`src/hw/rtl/ipnep_pkg.sv`:
```
// ----------------------------------------------------------------------------
// ipnep_pkg
// Shared types, character codes and helper functions for the ipn endpoint
// text parser.
// ----------------------------------------------------------------------------
package ipnep_pkg;

  localparam int unsigned CH_W  = 8;
  localparam int unsigned NUM_W = 64;

  // Character codes the parser reacts to.
  localparam logic [CH_W-1:0] CH_DOT   = 8'h2E;
  localparam logic [CH_W-1:0] CH_STAR  = 8'h2A;
  localparam logic [CH_W-1:0] CH_PLUS  = 8'h2B;
  localparam logic [CH_W-1:0] CH_MINUS = 8'h2D;
  localparam logic [CH_W-1:0] CH_SPACE = 8'h20;
  localparam logic [CH_W-1:0] CH_TAB   = 8'h09;
  localparam logic [CH_W-1:0] CH_CR    = 8'h0D;
  localparam logic [CH_W-1:0] CH_ZERO  = 8'h30;
  localparam logic [CH_W-1:0] CH_NINE  = 8'h39;

  // Lengths of the two literals: "none" in plain mode, "*.*" in pattern mode.
  localparam logic [2:0] LEN_NONE = 3'd4;
  localparam logic [2:0] LEN_STAR = 3'd3;

  typedef enum logic [9:0] {
    PH_IDLE   = 10'b00_0000_0001,
    PH_NWS    = 10'b00_0000_0010,
    PH_NSIGN  = 10'b00_0000_0100,
    PH_NDIG   = 10'b00_0000_1000,
    PH_SSTART = 10'b00_0001_0000,
    PH_SWS    = 10'b00_0010_0000,
    PH_SSIGN  = 10'b00_0100_0000,
    PH_SDIG   = 10'b00_1000_0000,
    PH_SSTAR  = 10'b01_0000_0000,
    PH_BAD    = 10'b10_0000_0000
  } phase_t;

  typedef struct packed {
    logic [CH_W-1:0] ch;
    logic            last;
    logic            empty_req;
    logic            pattern_mode;
  } item_t;

  // Unformatted result: the service number is still held as magnitude,
  // sign and saturation flag.
  typedef struct packed {
    logic             accepted;
    logic             node_any;
    logic             service_any;
    logic             num_sel;
    logic             ovf;
    logic             neg;
    logic [NUM_W-1:0] acc;
    logic [NUM_W-1:0] node;
  } raw_res_t;

  function automatic logic is_digit(input logic [CH_W-1:0] c);
    return (c >= CH_ZERO) && (c <= CH_NINE);
  endfunction

  function automatic logic is_space(input logic [CH_W-1:0] c);
    return (c == CH_SPACE) || ((c >= CH_TAB) && (c <= CH_CR));
  endfunction

  function automatic logic [CH_W-1:0] lit_char(input logic mode, input logic [1:0] pos);
    logic [CH_W-1:0] c;
    c = 8'h00;
    if (mode) begin
      case (pos)
        2'd0:    c = CH_STAR;
        2'd1:    c = CH_DOT;
        2'd2:    c = CH_STAR;
        default: c = 8'h00;
      endcase
    end else begin
      case (pos)
        2'd0:    c = 8'h6E;  // 'n'
        2'd1:    c = 8'h6F;  // 'o'
        2'd2:    c = 8'h6E;  // 'n'
        default: c = 8'h65;  // 'e'
      endcase
    end
    return c;
  endfunction

endpackage

```
`src/hw/rtl/ipnep_digit.sv`:
```
// ----------------------------------------------------------------------------
// ipnep_digit
// Decimal accumulate step: acc * 10 + digit with saturation detect.
// ----------------------------------------------------------------------------
module ipnep_digit
  import ipnep_pkg::*;
(
  input  logic [NUM_W-1:0] acc,
  input  logic             ovf,
  input  logic [CH_W-1:0]  ch,
  output logic [NUM_W-1:0] acc_nxt,
  output logic             ovf_nxt
);

  logic [3:0]       dig;
  logic [NUM_W+3:0] sum;

  assign dig = 4'(ch - CH_ZERO);
  // Times ten as (acc << 3) + (acc << 1); four guard bits catch the carry out.
  assign sum = {1'b0, acc, 3'b000} + {3'b000, acc, 1'b0} + {{NUM_W{1'b0}}, dig};

  always_comb begin
    acc_nxt = acc;
    ovf_nxt = ovf;
    if (!ovf) begin
      if (sum[NUM_W+3:NUM_W] != 4'd0) begin
        ovf_nxt = 1'b1;
      end else begin
        acc_nxt = sum[NUM_W-1:0];
      end
    end
  end

endmodule

```
`src/hw/rtl/ipnep_parser.sv`:
```
// ----------------------------------------------------------------------------
// ipnep_parser
// Per-character parse state, its update, and the raw result register.
// ----------------------------------------------------------------------------
module ipnep_parser
  import ipnep_pkg::*;
(
  input  logic     clk,
  input  logic     rst_n,
  input  logic     item_valid,
  input  item_t    item,
  output logic     item_ready,
  output logic     res_valid,
  output raw_res_t res,
  input  logic     res_ready
);

  phase_t           phase_r, phase_nxt;
  logic             mode_r, mode_nxt;
  logic [NUM_W-1:0] acc_r, acc_nxt;
  logic             ovf_r, ovf_nxt;
  logic             neg_r, neg_nxt;
  logic [NUM_W-1:0] node_r, node_nxt;
  logic [2:0]       lpos_r, lpos_nxt;
  logic             good_r, good_nxt;
  logic             res_valid_r;
  raw_res_t         res_r, res_nxt;

  // Starting state for this character: a new text starts from fresh values.
  phase_t           ph_c;
  logic             mode_c;
  logic [NUM_W-1:0] acc_c;
  logic             ovf_c;
  logic             neg_c;
  logic [NUM_W-1:0] node_c;
  logic [2:0]       lpos_c;
  logic             good_c;

  logic [NUM_W-1:0] dig_acc;
  logic             dig_ovf;
  logic [NUM_W-1:0] num_val;
  logic [2:0]       lit_len;
  logic             take;
  logic             final_item;
  logic             lit_hit;
  logic             c_dig;
  logic             c_sp;
  logic             c_sgn;

  assign item_ready = !res_valid_r || res_ready;
  assign take       = item_valid && item_ready;
  assign final_item = item.last || item.empty_req;

  always_comb begin
    ph_c   = phase_r;
    mode_c = mode_r;
    acc_c  = acc_r;
    ovf_c  = ovf_r;
    neg_c  = neg_r;
    node_c = node_r;
    lpos_c = lpos_r;
    good_c = good_r;
    if (phase_r == PH_IDLE) begin
      ph_c   = PH_NWS;
      mode_c = item.pattern_mode;
      acc_c  = '0;
      ovf_c  = 1'b0;
      neg_c  = 1'b0;
      node_c = '0;
      lpos_c = 3'd0;
      good_c = 1'b1;
    end
  end

  ipnep_digit u_digit (
    .acc     (acc_c),
    .ovf     (ovf_c),
    .ch      (item.ch),
    .acc_nxt (dig_acc),
    .ovf_nxt (dig_ovf)
  );

  // Signed-and-saturated value of the node number, latched at the dot.
  assign num_val = ovf_c ? {NUM_W{1'b1}} : (neg_c ? (~acc_c + 1'b1) : acc_c);
  assign lit_len = mode_c ? LEN_STAR : LEN_NONE;
  assign c_dig   = is_digit(item.ch);
  assign c_sp    = is_space(item.ch);
  assign c_sgn   = (item.ch == CH_PLUS) || (item.ch == CH_MINUS);

  always_comb begin
    phase_nxt = ph_c;
    mode_nxt  = mode_c;
    acc_nxt   = acc_c;
    ovf_nxt   = ovf_c;
    neg_nxt   = neg_c;
    node_nxt  = node_c;
    lpos_nxt  = lpos_c;
    good_nxt  = good_c;
    if (!item.empty_req) begin
      if (good_c) begin
        if ((lpos_c < lit_len) && (item.ch == lit_char(mode_c, lpos_c[1:0]))) begin
          lpos_nxt = lpos_c + 3'd1;
        end else begin
          good_nxt = 1'b0;
        end
      end
      case (ph_c)
        PH_NWS, PH_SWS: begin
          if (c_dig) begin
            acc_nxt   = dig_acc;
            ovf_nxt   = dig_ovf;
            phase_nxt = (ph_c == PH_NWS) ? PH_NDIG : PH_SDIG;
          end else if (c_sp) begin
            phase_nxt = ph_c;
          end else if (c_sgn) begin
            neg_nxt   = (item.ch == CH_MINUS);
            phase_nxt = (ph_c == PH_NWS) ? PH_NSIGN : PH_SSIGN;
          end else begin
            phase_nxt = PH_BAD;
          end
        end
        PH_NSIGN, PH_SSIGN: begin
          if (c_dig) begin
            acc_nxt   = dig_acc;
            ovf_nxt   = dig_ovf;
            phase_nxt = (ph_c == PH_NSIGN) ? PH_NDIG : PH_SDIG;
          end else begin
            phase_nxt = PH_BAD;
          end
        end
        PH_NDIG: begin
          if (c_dig) begin
            acc_nxt = dig_acc;
            ovf_nxt = dig_ovf;
          end else if (item.ch == CH_DOT) begin
            node_nxt  = num_val;
            acc_nxt   = '0;
            ovf_nxt   = 1'b0;
            neg_nxt   = 1'b0;
            phase_nxt = PH_SSTART;
          end else begin
            phase_nxt = PH_BAD;
          end
        end
        PH_SSTART: begin
          if (item.ch == CH_STAR) begin
            phase_nxt = mode_c ? PH_SSTAR : PH_BAD;
          end else if (c_dig) begin
            acc_nxt   = dig_acc;
            ovf_nxt   = dig_ovf;
            phase_nxt = PH_SDIG;
          end else if (c_sp) begin
            phase_nxt = PH_SWS;
          end else if (c_sgn) begin
            neg_nxt   = (item.ch == CH_MINUS);
            phase_nxt = PH_SSIGN;
          end else begin
            phase_nxt = PH_BAD;
          end
        end
        PH_SDIG: begin
          if (c_dig) begin
            acc_nxt = dig_acc;
            ovf_nxt = dig_ovf;
          end else begin
            phase_nxt = PH_BAD;
          end
        end
        default: begin
          phase_nxt = PH_BAD;
        end
      endcase
    end
  end

  // Verdict on the text as it stands after this character.
  assign lit_hit = good_nxt && (mode_c ? ((lpos_nxt == 3'd1) || (lpos_nxt == 3'd3))
                                       : (lpos_nxt == LEN_NONE));

  always_comb begin
    res_nxt = '0;
    if (lit_hit) begin
      res_nxt.accepted    = 1'b1;
      res_nxt.node_any    = mode_c;
      res_nxt.service_any = mode_c;
    end else if (phase_nxt == PH_SDIG) begin
      res_nxt.accepted = 1'b1;
      res_nxt.node     = node_nxt;
      res_nxt.num_sel  = 1'b1;
      res_nxt.acc      = acc_nxt;
      res_nxt.ovf      = ovf_nxt;
      res_nxt.neg      = neg_nxt;
    end else if ((phase_nxt == PH_SSTAR) && mode_c) begin
      res_nxt.accepted    = 1'b1;
      res_nxt.node        = node_nxt;
      res_nxt.service_any = 1'b1;
    end
  end

  always_ff @(posedge clk) begin
    if (!rst_n) begin
      phase_r     <= PH_IDLE;
      res_valid_r <= 1'b0;
    end else begin
      if (take) begin
        phase_r <= final_item ? PH_IDLE : phase_nxt;
      end
      if (take && final_item) begin
        res_valid_r <= 1'b1;
      end else if (res_ready) begin
        res_valid_r <= 1'b0;
      end
    end
  end

  always_ff @(posedge clk) begin
    if (take) begin
      mode_r <= mode_nxt;
      acc_r  <= acc_nxt;
      ovf_r  <= ovf_nxt;
      neg_r  <= neg_nxt;
      node_r <= node_nxt;
      lpos_r <= lpos_nxt;
      good_r <= good_nxt;
      if (final_item) begin
        res_r <= res_nxt;
      end
    end
  end

  assign res_valid = res_valid_r;
  assign res       = res_r;

endmodule

```
`src/hw/rtl/ipnep_out.sv`:
```
// ----------------------------------------------------------------------------
// ipnep_out
// Applies sign and saturation to the service number and holds the result beat.
// ----------------------------------------------------------------------------
module ipnep_out
  import ipnep_pkg::*;
(
  input  logic               clk,
  input  logic               rst_n,
  input  logic               res_valid,
  input  raw_res_t           res,
  output logic               res_ready,
  output logic               out_tvalid,
  input  logic               out_tready,
  output logic [2*NUM_W-1:0] out_tdata,
  output logic [2:0]         out_tuser
);

  logic               out_tvalid_r;
  logic [2*NUM_W-1:0] out_tdata_r;
  logic [2:0]         out_tuser_r;
  logic [NUM_W-1:0]   service;

  assign res_ready = !out_tvalid_r || out_tready;

  always_comb begin
    service = '0;
    if (res.num_sel) begin
      service = res.ovf ? {NUM_W{1'b1}} : (res.neg ? (~res.acc + 1'b1) : res.acc);
    end
  end

  always_ff @(posedge clk) begin
    if (!rst_n) begin
      out_tvalid_r <= 1'b0;
    end else if (res_ready) begin
      out_tvalid_r <= res_valid;
    end
  end

  always_ff @(posedge clk) begin
    if (res_ready && res_valid) begin
      out_tdata_r <= {service, res.node};
      out_tuser_r <= {res.service_any, res.node_any, res.accepted};
    end
  end

  assign out_tvalid = out_tvalid_r;
  assign out_tdata  = out_tdata_r;
  assign out_tuser  = out_tuser_r;

endmodule

```
`src/hw/rtl/ipn_endpoint_text_parser.sv`:
```
// ----------------------------------------------------------------------------
// ipn_endpoint_text_parser
// Streaming parser for the text that follows "ipn:" in an endpoint identifier.
// ----------------------------------------------------------------------------
// The block takes the text one character per input beat and returns one
// result beat per text, on the beat marked tlast (or carrying an empty
// request). A new character is accepted every clock cycle while no result
// waits on a stalled output; the rate is set by the parse state loop, where
// each character does one decimal multiply-by-ten accumulate (shift-and-add)
// with a saturation check. A result beat passes from the input register,
// which loads its final character, through the parse stage's result
// register to the output stage, which applies the sign to the service
// number. While a result waits on a stalled output, the parse stage holds
// off further characters. In plain mode the text "none" or "node.service"
// is accepted; in pattern mode "*", "*.*", "node.*" or "node.service".
// Numbers read like a base-10 strtoull: leading whitespace, an optional
// sign, at least one digit, a minus that wraps modulo 2^64 and saturation
// at 2^64-1. A rejected text returns all zeros. The pattern_mode flag is
// sampled on the first beat of each text.
// ----------------------------------------------------------------------------
module ipn_endpoint_text_parser
  import ipnep_pkg::*;
(
  input  logic               clk,
  input  logic               rst_n,
  // Input characters.
  input  logic               in_tvalid,
  output logic               in_tready,
  input  logic [CH_W-1:0]    in_tdata,   // [7:0] ch
  input  logic               in_tlast,   // last character of the text
  input  logic [1:0]         in_tuser,   // [0] empty_req, [1] pattern_mode
  // Parse results.
  output logic               out_tvalid,
  input  logic               out_tready,
  output logic [2*NUM_W-1:0] out_tdata,  // [63:0] node, [127:64] service
  output logic [2:0]         out_tuser   // [0] accepted, [1] node_any, [2] service_any
);

  // Input register: decouples the upstream handshake from the parse logic.
  logic     in_valid_r;
  item_t    item_r;
  logic     par_ready;
  logic     res_valid;
  raw_res_t res;
  logic     res_ready;

  // A bubble in the input register is refilled even while the parser stalls.
  assign in_tready = !in_valid_r || par_ready;

  always_ff @(posedge clk) begin
    if (!rst_n) begin
      in_valid_r <= 1'b0;
    end else if (in_tready) begin
      in_valid_r <= in_tvalid;
    end
  end

  always_ff @(posedge clk) begin
    if (in_tready && in_tvalid) begin
      item_r.ch           <= in_tdata;
      item_r.last         <= in_tlast;
      item_r.empty_req    <= in_tuser[0];
      item_r.pattern_mode <= in_tuser[1];
    end
  end

  // Parse stage: one character per cycle into the running state while no held
  // result is stalled; the final character also loads the raw result register.
  ipnep_parser u_parser (
    .clk        (clk),
    .rst_n      (rst_n),
    .item_valid (in_valid_r),
    .item       (item_r),
    .item_ready (par_ready),
    .res_valid  (res_valid),
    .res        (res),
    .res_ready  (res_ready)
  );

  // Output stage: final service value and the output register.
  ipnep_out u_out (
    .clk        (clk),
    .rst_n      (rst_n),
    .res_valid  (res_valid),
    .res        (res),
    .res_ready  (res_ready),
    .out_tvalid (out_tvalid),
    .out_tready (out_tready),
    .out_tdata  (out_tdata),
    .out_tuser  (out_tuser)
  );

endmodule

```
`config.mk`:
```
export PLATFORM = sky130hd
export DESIGN_NAME = ipn_endpoint_text_parser
export DESIGN_NICKNAME = d
export VERILOG_FILES = /design/src/hw/rtl/ipnep_pkg.sv /design/src/hw/rtl/ipnep_digit.sv /design/src/hw/rtl/ipnep_parser.sv /design/src/hw/rtl/ipnep_out.sv /design/src/hw/rtl/ipn_endpoint_text_parser.sv
export SDC_FILE = /design/constraint.sdc
export NUM_CORES = 1
export LEC_CHECK = 0
export ABC_AREA = 1
export BUFFER_PORTS_ARGS = -buffer_cell sky130_fd_sc_hd__buf_2
export CORE_ASPECT_RATIO = 2
export CORE_MARGIN = 2
export CORE_UTILIZATION = 30
export DETAILED_ROUTE_END_ITERATION = 10
export GPL_TIMING_DRIVEN = 0
export HOLD_SLACK_MARGIN = 0.02
export PLACE_DENSITY = 0.5
export SKIP_LAST_GASP = 1
export SYNTH_ARGS = -nofsm -noshare
export SYNTH_HDL_FRONTEND = slang
export SYNTH_SLANG_ARGS = --single-unit
```
`constraint.sdc`:
```
create_clock -name clk -period 11 [get_ports clk]
set_input_delay 3.3 -clock clk [delete_from_list [all_inputs] [get_ports clk]]
set_output_delay 3.3 -clock clk [all_outputs]
set_load 0.01 [all_outputs]
```
# == After elaboration in Yosys (flattened, before gate mapping) ==
# Index checks and enable logic that the tools add are counted.
# classes
magnitude_cmp,5
add_sub_neg,6
bitwise,3
muxes,79
n_eq_ne,21
reduce_logical,29
# op_table
op,count
$mux W64,19
$pmux W64 S3,1
$mux W10,15
$add A64 B1 Y64 const B,2
$not A64 Y64,2
$add A67 B65 Y68,1
$add A68 B4 Y68,1
$mux W67,1
$pmux W10 S5,1
$eq A8 B6 Y1 const B,5
$mux W8,5
$mux W1,27
$eq A10 B8 Y1 const B,2
$mux W3,5
$pmux W6 S2,1
$eq A10 B1 Y1 const B,1
$eq A10 B2 Y1 const B,1
$eq A10 B3 Y1 const B,1
$eq A10 B4 Y1 const B,1
$eq A10 B5 Y1 const B,1
$eq A10 B6 Y1 const B,1
$eq A10 B7 Y1 const B,1
$eq A10 B9 Y1 const B,1
$reduce_or A2 Y1,5
25 further kinds,42
# totals
output_inout_bits,133
elab_cells,169
in_bits,15
regBits,424

# == Longest topological paths before layout ==
# Gate-level depths: netlist (run 1).
# depth
word_depth,18
depth_mapped,36
mapped_depth_nobuf,34

# == Modules after synthesis ==
# Synthesis (run 1) repeated with hierarchy kept, for this count alone.
# hier_totals
cells_unflattened,4287
hier_area_um2,31033.5
# modules_own_cells
mod,seq_area_each_um2,cells_per_inst,area_per_inst_um2,n_inst
ipnep_parser,8298.0,2083,16423.3,1
ipnep_digit,0.0,1392,7283.2,1
ipnep_out,3953.8,794,6945.4,1
ipn_endpoint_text_parser,350.3,18,381.6,1

# == Worst setup path before layout (run 1) ==
# No wires, ideal clock.
# synth_timing
path_kind,input to register
start,in out_tready
end,"reg u_out.out_tdata_r[0], in the netlist u_out.out_tdata[0] (enable)"
setup_ps,664
n_path_buf,0
t_arrival_ps,9612
cell_stages,2
t_required_ps,10336
setup_slack_ps,724
cell_sequence,inv_1 > a21oi_1
# synth_between
elab_chain_cells,2
# synth_rtl
item,line_no,text
"start, declared",ipn_endpoint_text_parser.sv:34,"input logic out_tready,"
$logic_or A1 B1 Y1,ipnep_out.sv:24,assign res_ready = !out_tvalid_r || out_tready;
$logic_and A1 B1 Y1,ipnep_out.sv:42,if (res_ready && res_valid) begin
"end signal, assigned",ipnep_out.sv:43,"out_tdata_r <= {service, res.node};"
"end, declared",ipnep_out.sv:20,logic [2*NUM_W-1:0] out_tdata_r;
# No other way between the ends.
# A chain may end at the register's enable or synchronous reset.

# == Final worst setup path (run 1) ==
# layout_timing
start,in out_tready
end,out in_tready
# layout_between
elab_chain_cells,3
# layout_rtl
item,line_no,text
$logic_or A1 B1 Y1,ipnep_out.sv:24,
$logic_or A1 B1 Y1,ipnep_parser.sv:50,assign item_ready = !res_valid_r || res_ready;
$logic_or A1 B1 Y1,ipn_endpoint_text_parser.sv:48,assign in_tready = !in_valid_r || par_ready;
"end, declared",ipn_endpoint_text_parser.sv:28,"output logic in_tready,"
# No other way between the ends.

==> results.md, run 1 <==
- CP max FO: 3
- CTS tree: yes
- Horizontal die dimension: about 220 um
- Layout cells sized above 1: approximately 9%
- Routed wire per std cell: 20.71 um
- Worst Reg-to-Reg Cells: 27
- Total wirelength of the detailed-routed design: between 100,000 and 150,000 um
- Result of the run: complete, no violations
- Power density of the placed cells: between 100 and 150 nW/um^2
- Routed length on met1: between 30,000 and 40,000 um
- Ports: between 100 and 150
- Nets: 4,275
- Area delta synth->final: 13.71%
- Number of antenna violations at the first check in global routing: 1
- Critical path launch point type: input pin
- Via count: 26,270
- Number of enable-type register cells in the synthesized netlist: roughly 410
- Setup Skew: 0.05796 ns
- Clock latency on the worst-skew pair: 0.64 ns
- Worst setup path class: in -> out
- Util after Layout: 34.41%
- Cell type group with the largest total delay on the critical path: simple AND/OR/NAND/NOR gates
- Total negative slack for setup checks: 0 ns
- Drt pass-1 iters: 6
- Post-CTS setup-driven buffer insertion count: 0
- Number of stages on the worst setup path: 6
- Final-report setup violation count: 0
- Number of DRC markers in iteration 0: 1,847
- Starting density of the core: between 30% and 40%
- Setup slack of the critical path after layout: ~3.7 ns
- Site row count: between 150 and 200
- Die span in y: between 400 and 500 um
- H-tree depth reported by CTS: 2
- CTS sink cnt: 424
- Static leakage: 15.42 nW
- Min-Delay Endpoint: u_out.out_tdata[32]
- Adder-cell share of the synthesized area: around 5.7%
- Clock slew at reported path FFs: roughly 0.07 ns
- Main combinational cell family by area after synthesis: simple AND/OR/NAND/NOR gates
- Share of async-settable or async-resettable flops after synthesis: 0%
- Worst Tran Pin Value: roughly 1.4 ns
- Hold Vio Cnt, Final: 0
- Pin count of the biggest net entering global routing: 79
- Beginning of the worst register-to-register path: u_parser.phase_r[9]
- Worst slew slack as a fraction of its limit: 8.085%
- HPWL reported at the end of detailed placement: 91,110 um
- Post-place setup slack: roughly 3.7 ns
- Number of distinct standard cells referenced by the synthesized netlist: between 50 and 60
- Post-detailed-route via-to-cell ratio: just under 5
- CTS max path bufs: 3
- WP data arrival: between 4 and 5 ns
- Minimum period implied by the final worst setup slack: 7.307 ns
- GR Util All Layers: between 20% and 30%
- Timing-limited maximum frequency: about 140 MHz
- Syn. warnings: 0
- Sum of overflow across all layers after global routing: 0
- Met2 wire len: just under 60,000 um
- Syn Inst Count: between 3,000 and 4,000
- Count of nets left with antenna violations after detail routing: 0
- Area of the core: just under 100,000 sq um
- Top layer reached by signal wires: met4
- Destination of the worst register-to-register timing path: u_parser.res[64]
- Cell depth of the worst hold path: 0
- Number of buffers inserted during clock tree synthesis: 44
- Netlist area before placement: between 20,000 and 30,000 sq um
- Required time of the critical path: around 7.7 ns
- Maximum vdd drop: around 0.11 mV
- Cells along the critical path: buf_2, inv_1, nand2_1, nor2_1, nand2_1, buf_2
- Number of buffers and inverters on the critical path: 3
- Slew Limit Fails: 0
- # fillers: ~10,000
- Simple-Gate Fraction of Synth Area: 29.98%
- CTS hold repair buffers: 0
- Worst Hold Launch: u_parser.res[32]
- Setup repair after global routing missed its margin: no
- Most instantiated flip-flop cell in the synthesis netlist: edfxtp_1
- Share of synthesized area occupied by flip-flops and latches: a little over two fifths
- Compound-Gate Fraction of Synth Area: 9.253%
- Max-capacitance violation count: 0
- Fin Hold WS: 0.4166 ns
- Worst-path cell with the longest stage delay: nor2_1
- Number of nets in the synthesized netlist: about 4,100
- Root Buffer Master: clkbuf_16
- Port Buf Inserts: between 100 and 150
- Hold/Removal Path Class: reg -> reg
- Total DRC errors in the routed layout: 0
- Total design power: 4.150 mW
- Area enclosed by the die boundary: approximately 100,000 sq um
- Count of state elements after synthesis: approximately 420
- Quantity of gates resized following cts: 0
- Part of the cycle the worst path needs: between 60% and 70%
- Slack of the worst reg-to-reg path: ~4.0 ns
- Crit-path max cell delay: 0.16 ns
- Met3 routed wirelength: 3860 um
- Vias in the first global route: approximately 26,000
- Proportion of synthesized area in mux cells: 0%
- Wire length of the first global-routing pass: 162,800 um
- Area share of xor/xnor cells in the synthesized design: 2.675%
- Type of destination of the critical path: primary output
- Syn Area/Cell: between 7 and 8 sq um
- Global placement routability congestion: between 0.9 and 1
-- cells in the mapped netlist, drive strengths merged (2+ instances only) --
library cell,number,area [sq um]
xnor2,35,306.5
o211ai,7,52.55
edfxtp,411,12340
o31ai,12,90.09
and2,3,18.77
o21a,2,15.01
a31o,3,26.28
xor2,54,473.0
o21bai,13,97.59
buf,41,281.5
a21o,5,37.54
nor2,402,1582
o21ai,170,865.8
o22ai,3,18.77
dfxtp,13,260.3
clkbuf,78,292.8
nand3,198,1023
nor4,21,131.4
inv,549,2061
clkinv,5,18.77
ha,132,1652
nor3,59,342.8
nand2,1355,5144
nand4,43,269.0
or3,5,31.28
or2,13,81.33
and3,5,31.28
a21boi,3,22.52
nand3b,11,82.58
a31oi,35,219.0
a21oi,233,1207
-- cells by family after synthesis --
kind of cell | Yosys count
xor+xnor | 89
compound gates | 491
buf+inv | 673
fa+ha+maj | 133
simple gates | 2115
flops | 424
-- registers in the layout (all words and copies together) (netlist names) --
signal	flops
u_parser.res	134
u_out.out_tdata	128
u_parser.acc_r	64
u_parser.node_r	64
item_r	11
u_parser.phase_r	10
u_out.out_tuser	3
u_parser.lpos_r	3
in_valid_r	1
u_out.out_tvalid	1
u_parser.good_r	1
u_parser.mode_r	1
u_parser.neg_r	1
u_parser.ovf_r	1
u_parser.res_valid	1
-- cell usage in the layout (no fill, tap or decap), types with 52 or more instances in the layout --
| master | instances |
|---|---|
| nand3_1 | 193 |
| inv_1 | 523 |
| nand2_1 | 1336 |
| xor2_1 | 54 |
| a21oi_1 | 221 |
| buf_2 | 156 |
| ha_1 | 132 |
| nor3_1 | 52 |
| edfxtp_1 | 411 |
| o21ai_0 | 158 |
| nor2_1 | 378 |
| clkbuf_1 | 79 |
-- worst reg2reg max path: stages, from the launching register on --
cell,delay [ns]
dfxtp_1,0.37
inv_2,0.07
nand2_2,0.22
inv_2,0.17
nand3_4,0.26
buf_6,0.24
buf_6,0.22
buf_2,0.48
nand2_1,0.21
inv_1,0.43
ha_1,0.33
ha_1,0.49
nand2_1,0.17
nor2_1,0.15
nand2_1,0.10
nor2_1,0.25
and3_1,0.20
nand2_1,0.08
nand3_1,0.10
nand2_1,0.07
nor2_1,0.54
nand2_2,0.31
nor2_2,0.19
nand2_2,0.22
clkbuf_1,0.31
o21ai_0,0.20
nand2_1,0.10
a21oi_1,0.32
-- per-stage QoR --
step | instances | cell area, sq um
after floorplan | 3925 | 29140
after global placement | 5294 | 31410
after detailed placement | 5303 | 31620
after CTS | 5385 | 33130
after global routing | 5386 | 33130
final | 5386 | 33130
-- worst max path at each step --
stage | from | to | slack [ns]
global route | out_tready | in_tready | 3.53
floorplan | out_tready | u_out.out_tdata[0] | 0.72
detailed placement | out_tready | in_tready | 3.67
CTS | out_tready | in_tready | 3.67
global placement | out_tready | u_out.out_tuser[2] | -2.48
finish | out_tready | in_tready | 3.69
-- routing by layer --
metal	up-vias	GRT usage, %
li1	13180	-
met1	12020	21.61
met2	761	41.95
met3	306	1.898
met4	0	17.84
met5	-	0
-- power by group --
group / switching [mW] / leakage (nW) / internal (mW) / total, mW
combinational: 0.518 / 10.8 / 0.185 / 0.703
clock: 0.703 / 0.722 / 0.879 / 1.58
sequential: 0.0278 / 3.92 / 1.84 / 1.86
total: 1.25 / 15.4 / 2.90 / 4.15
-- layout make-up --
class | count | area (sq um) | share of cell area, %
multi-input cells | 2828 | 13900 | 41.96
flip-flops and latches | 424 | 12600 | 38.03
inverters | 554 | 2085 | 6.291
well taps | 1222 | 1529 | 4.614
clock buffers | 46 | 1130 | 3.410
repair buffers | 156 | 930.9 | 2.809
plain buffers | 119 | 574.3 | 1.733
clock inverters | 36 | 377.9 | 1.140
diodes | 1 | 2.502 | 0.007552
Note: power is estimated with default switching activity, not from simulation.
==> inputs of run 2 (changes only) <==
PLACE_DENSITY = 0.51   (was 0.5)
clock period = 6.3 ns   (was 11 ns; I/O delays follow)
==> run 2 against run 1 <==
Compared with the run above:
- register-to-register slack got worse by 3.6 ns
- cell count barely moved
- flip-flop and latch count unchanged
- non-clock buffer count rose by 3
- cell area is essentially flat
- global-route usage grew 0.20 points
- wire length grew 0.33%
- clock skew up 0.0013 ns
- power up 71%
- clock power grew 66%
- sequential share of layout area barely moved
- combinational power is 75% higher
- critical endpoint is now u_parser.res[114]
==> results.md, run 2 (synthesized netlist as in run 1, its figures left out) <==
- Type of destination of the critical path: flip-flop
- Starting density of the core: between 30 and 40%
- Horizontal die dimension: ~220 um
- Number of buffers and inverters on the critical path: 9
- Clock latency on the worst-skew pair: between 0.6 and 0.7 ns
- Clock share of power: 36.8%
- Site row count: 161
- Combinational power share: between 10% and 20%
- Cell depth of the worst hold path: 0
- Routed wire per std cell: 20.77 um
- Vias in the first global route: roughly 27,000
- Global placement routability congestion: around 0.98
- Final-report setup violation count: 0
- Total area of multi-input combinational cells: 13,940 sq um
- Internal power: 4.926 mW
- Total DRC errors in the routed layout: 0
- Drt pass-1 iters: 5
- Required time of the critical path: 6.64 ns
- Total wirelength of the detailed-routed design: around 110,000 um
- Minimum period implied by the final worst setup slack: just under 6 ns
- Slew Limit Fails: 0
- WP data arrival: around 6.3 ns
- Die span in y: 444.8 um
- Setup slack of the critical path after layout: around 0.36 ns
- Min-Delay Endpoint: u_out.out_tdata[1]
- Worst-path cell with the longest stage delay: ha_1
- Pin count of the biggest net entering global routing: 74
- Setup repair after global routing missed its margin: no
- Final non-filler cell area: 33,100 sq um
- Layout cells sized above 1: under 10%
- # fillers: 10,390
- Top layer reached by signal wires: met4
- Met3 routed wirelength: approximately 3800 um
- Clock slew at reported path FFs: approximately 0.07 ns
- Wire length of the first global-routing pass: 164,300 um
- Area enclosed by the die boundary: 99,800 sq um
- Worst setup path class: reg -> reg
- Max-capacitance violation count: 0
- Met2 wire len: between 50,000 and 60,000 um
- Sequential cell area: approximately 13,000 sq um
- Port Buf Inserts: around 150
- Worst Hold Launch: u_parser.res[1]
- Destination of the worst register-to-register timing path: u_parser.res[114]
- CTS tree: yes
- HPWL reported at the end of detailed placement: 91,750 um
- CTS hold repair buffers: 0
- Worst slew slack as a fraction of its limit: under 10%
- Sum of overflow across all layers after global routing: 0
- Ports: roughly 150
- Post-detailed-route via-to-cell ratio: 4.874
- Sequential cell fraction of total power: a little under half
- Commonest non-fill, non-tap cell in the layout: nand2_1
- Switch Pwr: between 2 and 2.5 mW
- Setup Skew: between 0.05 and 0.06 ns
- Hold/Removal Path Class: reg -> reg
- Total negative slack for setup checks: 0 ns
- Routed length on met1: between 30,000 and 40,000 um
- CP max FO: 10
- Worst Tran Pin Value: approximately 1.4 ns
- Part of the cycle the worst path needs: 94.27%
- H-tree depth reported by CTS: 2
- Number of buffers inserted during clock tree synthesis: 44
- Cell mode on critical path: nand2_1
- Result of the run: complete, no violations
- Crit-path max cell delay: between 0.3 and 0.4 ns
- Timing-limited maximum frequency: between 150 and 200 MHz
- Number of antenna violations at the first check in global routing: 3
- Via count: about 26,000
- Number of DRC markers in iteration 0: 1,714
- Worst Reg-to-Reg Cells: 30
- Root Buffer Master: clkbuf_16
- Hold Vio Cnt, Final: 0
- Power density of the placed cells: 214.7 nW/um^2
- Critical path launch point type: flip-flop
- Post-place setup slack: -0.5255 ns
- Most used cells in the layout excluding fill and tap cells: nand2_1 (1,334), inv_1 (514), edfxtp_1 (411), nor2_1 (372), a21oi_1 (221)
- Count of nets left with antenna violations after detail routing: 0
- Total placed instance area: between 30,000 and 40,000 sq um
- Slack of the worst reg-to-reg path: ~0.36 ns
- Nets: 4,278
- Flip-flop count of the largest register after layout: approximately 130
- CTS max path bufs: 3
- Static leakage: approximately 15 nW
- Area of the core: between 90,000 and 100,000 sq um
- GR Util All Layers: 22.31%
- Sw frac: between 30% and 40%
- Maximum vdd drop: ~0.18 mV
- Cell type group with the largest total delay on the critical path: simple AND/OR/NAND/NOR gates
- CTS sink cnt: between 400 and 500
- Area delta synth->final: 13.59%
- Beginning of the worst register-to-register path: u_parser.phase_r[9]
==> run 2: cell types whose count changed in the layout (fill, tap and decap cells not counted), sizes merged <==
cell and change:
clkinvlp +2, diode +1, clkbuf +5, clkinv -5, bufinv -3, buf +2
==> run 2: per-stage QoR <==
step	instances	total power [mW]	hold slack (ns)	util, %
global route	5387	7.388	0.4248	34.37
detailed placement	5303	4.536	0.4045	32.83
floorplan	3925	4.081	0.4003	-
finish	5388	7.107	0.4139	34.38
CTS	5382	7.164	0.4132	34.29
global placement	5294	4.538	0.4013	32.62
==> run 2: power by group through the flow <==
stage	Sequential [mW]	Combinational, mW	Clock [mW]
final	3.26	1.23	2.62
after global routing	3.27	1.35	2.77
after CTS	3.26	1.22	2.69
after detailed placement	3.32	1.22	0
after global placement	3.34	1.20	0
after floorplan	3.32	0.756	0
==> run 2: worst max path at each step <==
stage	start	cells past startpoint	endpoint	slack [ns]
3_3_place_gp	out_tready	3	u_out.out_tuser[0]	-1.82
3_5_place_dp	u_parser.phase_r[9]	31	u_parser.res[114]	-0.53
5_1_grt	u_parser.phase_r[9]	32	u_parser.res[114]	0.01
6_report	u_parser.phase_r[9]	30	u_parser.res[114]	0.36
2_1_floorplan	out_tready	2	u_out.out_tdata[0]	0.09
4_1_cts	u_parser.phase_r[9]	30	u_parser.res[114]	0.05
==> run 2: worst register-to-register path: cells and delay by family (launching register included) <==
family	cells	cell delay [ns]
flip-flops	1	0.33
buffers and inverters	9	1.52
AND/OR/NAND/NOR	19	3.06
adder cells (fa/ha/maj)	2	0.73
==> run 2: layout make-up <==
class	count	share of cell area, %
diodes	2	0.01512
plain buffers	118	1.739
clock buffers	50	3.394
clock inverters	30	0.8353
inverters	554	6.331
multi-input cells	2828	42.12
flip-flops and latches	424	38.07
well taps	1222	4.619
repair buffers	160	2.880
==> run 2: what timing repair did <==
action,4_1_cts,5_1_grt
setup buffers,0,4
pin swaps,0,0
gates resized for setup,1,23
endpoints found under the setup margin,114,89
==> run 2: metal layers <==
layer	track usage (%)	up-vias
li1	-	13180
met1	21.63	12010
met2	42.19	764
met3	2.175	307
met4	18.33	0
met5	0	-
